<file path="src/rtl/core/btmx_pkg.sv">
// Shared constants and types for the maximum-XOR binary trie.
package btmx_pkg;

	localparam int KEY_BITS   = 31;
	localparam int NODE_COUNT = 4096;

	localparam int NODE_W = $clog2(NODE_COUNT);
	localparam int FREE_W = $clog2(NODE_COUNT + 1);
	localparam int LVL_W  = (KEY_BITS > 1) ? $clog2(KEY_BITS) : 1;
	localparam int LINK_W = 2 * NODE_W;

	localparam int OUT_W = 31;

	localparam logic KIND_INSERT = 1'b0;
	localparam logic KIND_QUERY  = 1'b1;

	typedef logic [NODE_W-1:0] node_t;
	typedef logic [1:0][NODE_W-1:0] link_t;

	// Port request from the walker to the node memory
	typedef struct packed {
		logic  rd_en;
		node_t rd_addr;
		logic  wr_en;
		node_t wr_addr;
		link_t wr_data;
	} mem_req_t;

endpackage

</file>
<file path="src/rtl/core/btmx_walk.sv">
// Level walker: steps one key bit per cycle, allocates nodes and builds the XOR.
module btmx_walk
	import btmx_pkg::*;
(
	input  logic                clk,
	input  logic                arst_n,
	input  logic                start,
	input  logic                kind,
	input  logic [OUT_W-1:0]    key,
	output logic                busy,
	output mem_req_t            req,
	input  link_t               rd_data,
	output logic                done,
	output logic [OUT_W-1:0]    max_xor,
	output logic                pool_full
);

	typedef enum logic [2:0] {
		S_IDLE  = 3'b001,
		S_WALK  = 3'b010,
		S_FRESH = 3'b100
	} state_t;

	state_t              state_q, state_d;
	logic                kind_q;
	logic [KEY_BITS-1:0] key_q;
	logic [LVL_W-1:0]    lvl_q, lvl_d;
	node_t               node_q, node_d;
	logic [KEY_BITS-1:0] acc_q, acc_d;
	logic [FREE_W-1:0]   free_q, free_d;
	logic                leaf_q, leaf_d;
	logic                root_ok_q;
	logic                rd_root_q;
	logic                done_q;
	logic [OUT_W-1:0]    max_xor_q;
	logic                pool_full_q;

	link_t links;
	logic  bit_k;
	node_t same, opp, nxt, new_node;
	logic  pool_dry, lvl_last, step, fin, full_d;

	// Root entry reads as empty until first written
	assign links    = (rd_root_q && !root_ok_q) ? '0 : rd_data;
	assign bit_k    = key_q[lvl_q];
	assign same     = links[bit_k];
	assign opp      = links[~bit_k];
	assign pool_dry = (free_q == FREE_W'(NODE_COUNT));
	assign lvl_last = (lvl_q == '0);
	assign new_node = free_q[NODE_W-1:0];

	always_comb begin
		state_d = state_q;
		lvl_d   = lvl_q;
		node_d  = node_q;
		acc_d   = acc_q;
		free_d  = free_q;
		leaf_d  = leaf_q;
		req     = '0;
		nxt     = same;
		step    = 1'b0;
		fin     = 1'b0;
		full_d  = 1'b0;
		unique case (state_q)
			S_IDLE: begin
				if (start) begin
					req.rd_en   = 1'b1;
					req.rd_addr = '0;
					node_d      = '0;
					lvl_d       = LVL_W'(KEY_BITS - 1);
					acc_d       = '0;
					state_d     = S_WALK;
				end
			end
			S_WALK: begin
				if (kind_q == KIND_QUERY) begin
					if (opp != '0) begin
						acc_d = acc_q | (KEY_BITS'(1) << lvl_q);
						nxt   = opp;
						step  = 1'b1;
					end else if (same != '0) begin
						step = 1'b1;
					end else begin
						fin = 1'b1;    // dead end of a partial path
					end
				end else if (same != '0) begin
					step = 1'b1;
				end else if (pool_dry) begin
					fin    = 1'b1;
					full_d = 1'b1;
				end else begin
					req.wr_en          = 1'b1;
					req.wr_addr        = node_q;
					req.wr_data        = links;
					req.wr_data[bit_k] = new_node;
					node_d             = new_node;
					free_d             = free_q + 1'b1;
					state_d            = S_FRESH;
					leaf_d             = lvl_last;
					if (!lvl_last) begin
						lvl_d = lvl_q - 1'b1;
					end
				end
				if (step) begin
					node_d = nxt;
					if (lvl_last) begin
						fin = 1'b1;
					end else begin
						req.rd_en   = 1'b1;
						req.rd_addr = nxt;
						lvl_d       = lvl_q - 1'b1;
					end
				end
			end
			S_FRESH: begin
				// Fresh node: links known empty, no read needed
				req.wr_en   = 1'b1;
				req.wr_addr = node_q;
				req.wr_data = '0;
				if (leaf_q || pool_dry) begin
					fin    = 1'b1;
					full_d = !leaf_q;
				end else begin
					req.wr_data[bit_k] = new_node;
					node_d             = new_node;
					free_d             = free_q + 1'b1;
					leaf_d             = lvl_last;
					if (!lvl_last) begin
						lvl_d = lvl_q - 1'b1;
					end
				end
			end
			default: begin
				state_d = S_IDLE;
			end
		endcase
		if (fin) begin
			state_d = S_IDLE;
		end
	end

	always_ff @(posedge clk or negedge arst_n) begin
		if (!arst_n) begin
			state_q     <= S_IDLE;
			free_q      <= FREE_W'(1);
			root_ok_q   <= 1'b0;
			rd_root_q   <= 1'b0;
			done_q      <= 1'b0;
			leaf_q      <= 1'b0;
		end else begin
			state_q   <= state_d;
			free_q    <= free_d;
			leaf_q    <= leaf_d;
			rd_root_q <= req.rd_en && (req.rd_addr == '0);
			done_q    <= fin;
			if (req.wr_en && (req.wr_addr == '0)) begin
				root_ok_q <= 1'b1;
			end
		end
	end

	always_ff @(posedge clk) begin
		lvl_q  <= lvl_d;
		node_q <= node_d;
		acc_q  <= acc_d;
		if (state_q == S_IDLE && start) begin
			kind_q <= kind;
			key_q  <= KEY_BITS'(key);
		end
		if (fin) begin
			max_xor_q   <= (kind_q == KIND_QUERY) ? OUT_W'(acc_d) : '0;
			pool_full_q <= full_d;
		end
	end

	assign busy      = (state_q != S_IDLE);
	assign done      = done_q;
	assign max_xor   = max_xor_q;
	assign pool_full = pool_full_q;

`ifndef SYNTHESIS
	a_free_bound: assert property (@(posedge clk) disable iff (!arst_n)
		free_q <= FREE_W'(NODE_COUNT))
		else $error("free pointer beyond pool");

	a_no_rw_clash: assert property (@(posedge clk) disable iff (!arst_n)
		(req.wr_en && req.rd_en) |-> (req.wr_addr != req.rd_addr))
		else $error("read and write to the same node in one cycle");

	a_fresh_not_root: assert property (@(posedge clk) disable iff (!arst_n)
		(state_q == S_FRESH) |-> (node_q != '0))
		else $error("fresh node aliases the root");

	a_done_after_walk: assert property (@(posedge clk) disable iff (!arst_n)
		done_q |-> ($past(state_q) != S_IDLE) && (state_q == S_IDLE))
		else $error("result strobe without a finished walk");
`endif

endmodule

</file>
<file path="config.mk">
export PLATFORM = sky130hd
export DESIGN_NAME = btmx_walk
export DESIGN_NICKNAME = d
export VERILOG_FILES = /design/src/rtl/core/btmx_pkg.sv /design/src/rtl/core/btmx_walk.sv
export SDC_FILE = /design/constraint.sdc
export NUM_CORES = 1
export LEC_CHECK = 0
export BUFFER_PORTS_ARGS = -buffer_cell sky130_fd_sc_hd__buf_4
export CORE_ASPECT_RATIO = 0.5
export CORE_MARGIN = 3
export CORE_UTILIZATION = 50
export CTS_BUF_LIST = sky130_fd_sc_hd__clkbuf_4
export DETAILED_ROUTE_END_ITERATION = 10
export GPL_ROUTABILITY_DRIVEN = 0
export GPL_TIMING_DRIVEN = 0
export PLACE_DENSITY_LB_ADDON = 0.12
export SYNTH_ARGS = -nofsm -noshare
export SYNTH_HDL_FRONTEND = slang
export SYNTH_SLANG_ARGS = --single-unit
</file>
<file path="constraint.sdc">
create_clock -name clk -period 3 [get_ports clk]
set_input_delay 0.6 -clock clk [delete_from_list [all_inputs] [get_ports clk]]
set_output_delay 0.6 -clock clk [all_outputs]
set_load 0.02 [all_outputs]
</file>
==> summary.txt <==
Layout
  • Layout area overhead: 45.3%
  • Share of layout cells above drive strength 1: 44.1%
  • Inserted Diodes: 0
  • Final #Nets: 792
  • Layout Cells excl Fill: 898

Power and ir drop
  • P_int: 3.83 mW
  • Logic gate share of total power: 40.4%
  • P_leak: 3.51 nW
  • Worst vdd ir: 0.305 mV
  • Clk pwr share: 19.8%
  • Psw: 2.31 mW
  • Power Dens Cells: 694 nW/um^2
  • Switch share: 37.6%
  • Reg power frac: 39.8%

Critical path
  • RR Endpoint: lvl_q[3]
  • Critical path type: flop to primary output
  • FF-to-FF path depth: 11
  • Critical path fanouts, max: 8
  • Req. time, crit path: 2.40 ns
  • CP endpoint: req[7]
  • R2r setup slk: -0.44 ns
  • Critical Path AT: 3.38 ns
  • CP startpoint kind: flop
  • Reg2reg start: lvl_q[0]
  • Critical Path Source: lvl_q[0]
  • Crit path capture type: primary output

Synthesis
  • Yosys reg bits: 132
  • Sequential area share after synthesis: 58.5%
  • Mapped Cells: 527
  • Mapped Nets: 593
  • Cell with the most instances after synthesis: edfxtp_1
  • Synthesized area: 6080 um^2
  • Top cells by area, synth: edfxtp_1, dfxtp_1, dfrtp_1
  • Top-area cell type share of the netlist area: 40.0%
  • Syn avg cell area: 11.5 um^2
  • Synth Flop Type: edfxtp_1
  • Commonest cells post-synth: edfxtp_1, nand2_1, o21ai_0
  • Yosys warning count: 0
  • Async SR Flop Fraction: 15.2%
  • Post-synth EDFFs: 81
  • Leading area contributor after synthesis: edfxtp_1
  • Synth cell types: 53

STA
  • Tcrit/Tclk final: 133%
  • Fin. max-slew vios: 0
  • RSZ-0062 raised after global routing: true
  • Fin crit period: 3.98 ns
  • Worst-Margin Slew: 1.49 ns
  • Final setup violation count: 153
  • Final worst slack: -0.980 ns
  • Worst Skew: 0.0310 ns
  • Hold_ws: 0.223 ns
  • Fmax: 0.251 GHz
  • Max-Slew Margin vs Limit: 0.327%
  • Hold Fails Final Rpt: 0

CTS
  • CTS max path bufs: 2
  • Worst-Skew Late Latency: 0.56 ns
  • CTS tree: done
  • Clock root cell: clkbuf_4
  • Num Clock Sinks: 132
  • Clock transition at path regs: 0.12 ns
  • H-tree depth: 4
  • CTS Buf Count: 17

Drt
  • Total length of routed wires: 18,200 um
  • Residual DRC: 0
  • DRT Pass-1 Iters: 5
  • Routed WL per cell: 20.2 um
  • Drt via density: 5.85
  • Detailed-route via count: 5,249
  • Initial DRC count: 521
  • ANT nets after route: 0

Global routing
  • Total track usage: 25.1%
  • Global-route wire length before repair: 26,700 um
  • Initial antenna violation count: 0
  • Largest net degree at the start of global routing: 21
  • Remaining Overflow, GRT: 0
  • Vias in the first global route: 5,083

Floorplanning
  • Starting Density: 53.3%
  • Full die area: 13,600 um^2
  • IO Pins: 143
  • Core area: 11,400 um^2
  • Row cnt: 27
  • Die Wd: 162 um
  • Die height: 84.0 um

Placement
  • Post-DP HPWL: 11,400 um
  • Port buffer count: 142
  • Placed Instances: 828

Min path
  • HP Class: input port to flop

Outcome
  • Status: finished with violations
  • Violated checks: capacitance limit, setup timing

Flow run
  • MaxCap Viol Count: 1
-- through the flow --
step	setup TNS, ns	worst slack (ns)	utilization (%)	instance area [um^2]	power, mW
2_1_floorplan	-2.20	-0.119	-	6400	3.63
3_3_place_gp	-54.71	-0.643	67.1	7660	4.17
3_5_place_dp	-62.65	-0.684	67.1	7660	4.21
4_1_cts	-53.35	-0.947	72.6	8290	5.68
5_1_grt	-88.05	-1.13	77.4	8840	6.37
6_report	-63.09	-0.980	77.4	8840	6.13
-- metal layers --
metal | GRT usage (%) | routed length (um)
met4 | 8.82 | 341
met5 | 0 | 0
met1 | 34.0 | 7410
met2 | 39.6 | 8740
met3 | 6.34 | 1680
-- worst min-delay path by stage --
| stage | cells after the start | to | slack [ns] | from |
|---|---|---|---|---|
| after global routing | 1 | key_q[28] | 0.19 | key[28] |
| after floorplan | 0 | done | 0.30 | arst_n |
| after global placement | 2 | acc_q[20] | 0.42 | acc_q[20] |
| final | 1 | key_q[24] | 0.22 | key[24] |
| after detailed placement | 2 | acc_q[20] | 0.43 | acc_q[20] |
| after CTS | 1 | key_q[27] | 0.20 | key[27] |
-- cell families after synthesis --
group / count (synthesis) / synth area share (%)
fa+ha+maj: 7 / 1.44
compound gates: 117 / 14.2
flops: 132 / 58.5
xor+xnor: 12 / 1.73
mux: 22 / 5.08
buf+inv: 43 / 2.90
simple gates: 194 / 16.2
-- state kept, by name, indices dropped and copies added, names as in the netlist --
name	count
leaf_q	1
pool_full	1
rd_root_q	1
state_q	3
acc_q	31
node_q	12
root_ok_q	1
max_xor	31
kind_q	1
lvl_q	5
free_q	13
key_q	31
done	1
-- power groups by stage --
| stage | Combinational [mW] | Clock [mW] | Sequential (mW) |
|---|---|---|---|
| after floorplan | 1.17 | 0 | 2.46 |
| after global placement | 1.70 | 0 | 2.46 |
| after detailed placement | 1.73 | 0 | 2.47 |
| after CTS | 2.04 | 1.21 | 2.43 |
| after global routing | 2.60 | 1.30 | 2.47 |
| final | 2.48 | 1.21 | 2.44 |
-- cell usage in the layout, fill, tap and decap left out, drive strengths merged, types with 8 or more instances in the layout --
master	count
nand2	78
and2	18
mux2i	14
clkbuf	40
a22o	30
edfxtp	81
xnor2	12
buf	181
nor4	12
nand4	9
nor2b	20
inv	16
nor2	28
dfrtp	18
dfxtp	31
o21ai	53
clkinv	8
-- what timing repair did --
action	CTS	global route
gates cloned	5	5
hold buffers	1	0
setup buffers	10	19
endpoints found under the setup margin	190	208
hold endpoints to repair	18	0
resized for setup	42	107
pin swaps	5	31
-- final cells by class --
class,instances,area (um^2)
Timing Repair inverter,1,7.51
Sequential cell,132,3560
Tap cell,159,199
Clock buffer,17,128
Fill cell,719,2580
Multi-Input combinational cell,357,3010
Buffer,31,228
Clock inverter,15,151
Timing Repair Buffer,174,1510
Inverter,12,51.3
-- critical path: stages, from the launching register on --
cell,delay (ns)
edfxtp_1,0.41
buf_8,0.17
mux4_2,0.55
a22oi_2,0.30
o211ai_4,0.18
a21o_4,0.28
a31oi_4,0.28
a21oi_4,0.11
buf_8,0.16
a22o_4,0.25
buf_4,0.16
Note: power is estimated with default switching activity, not from simulation.
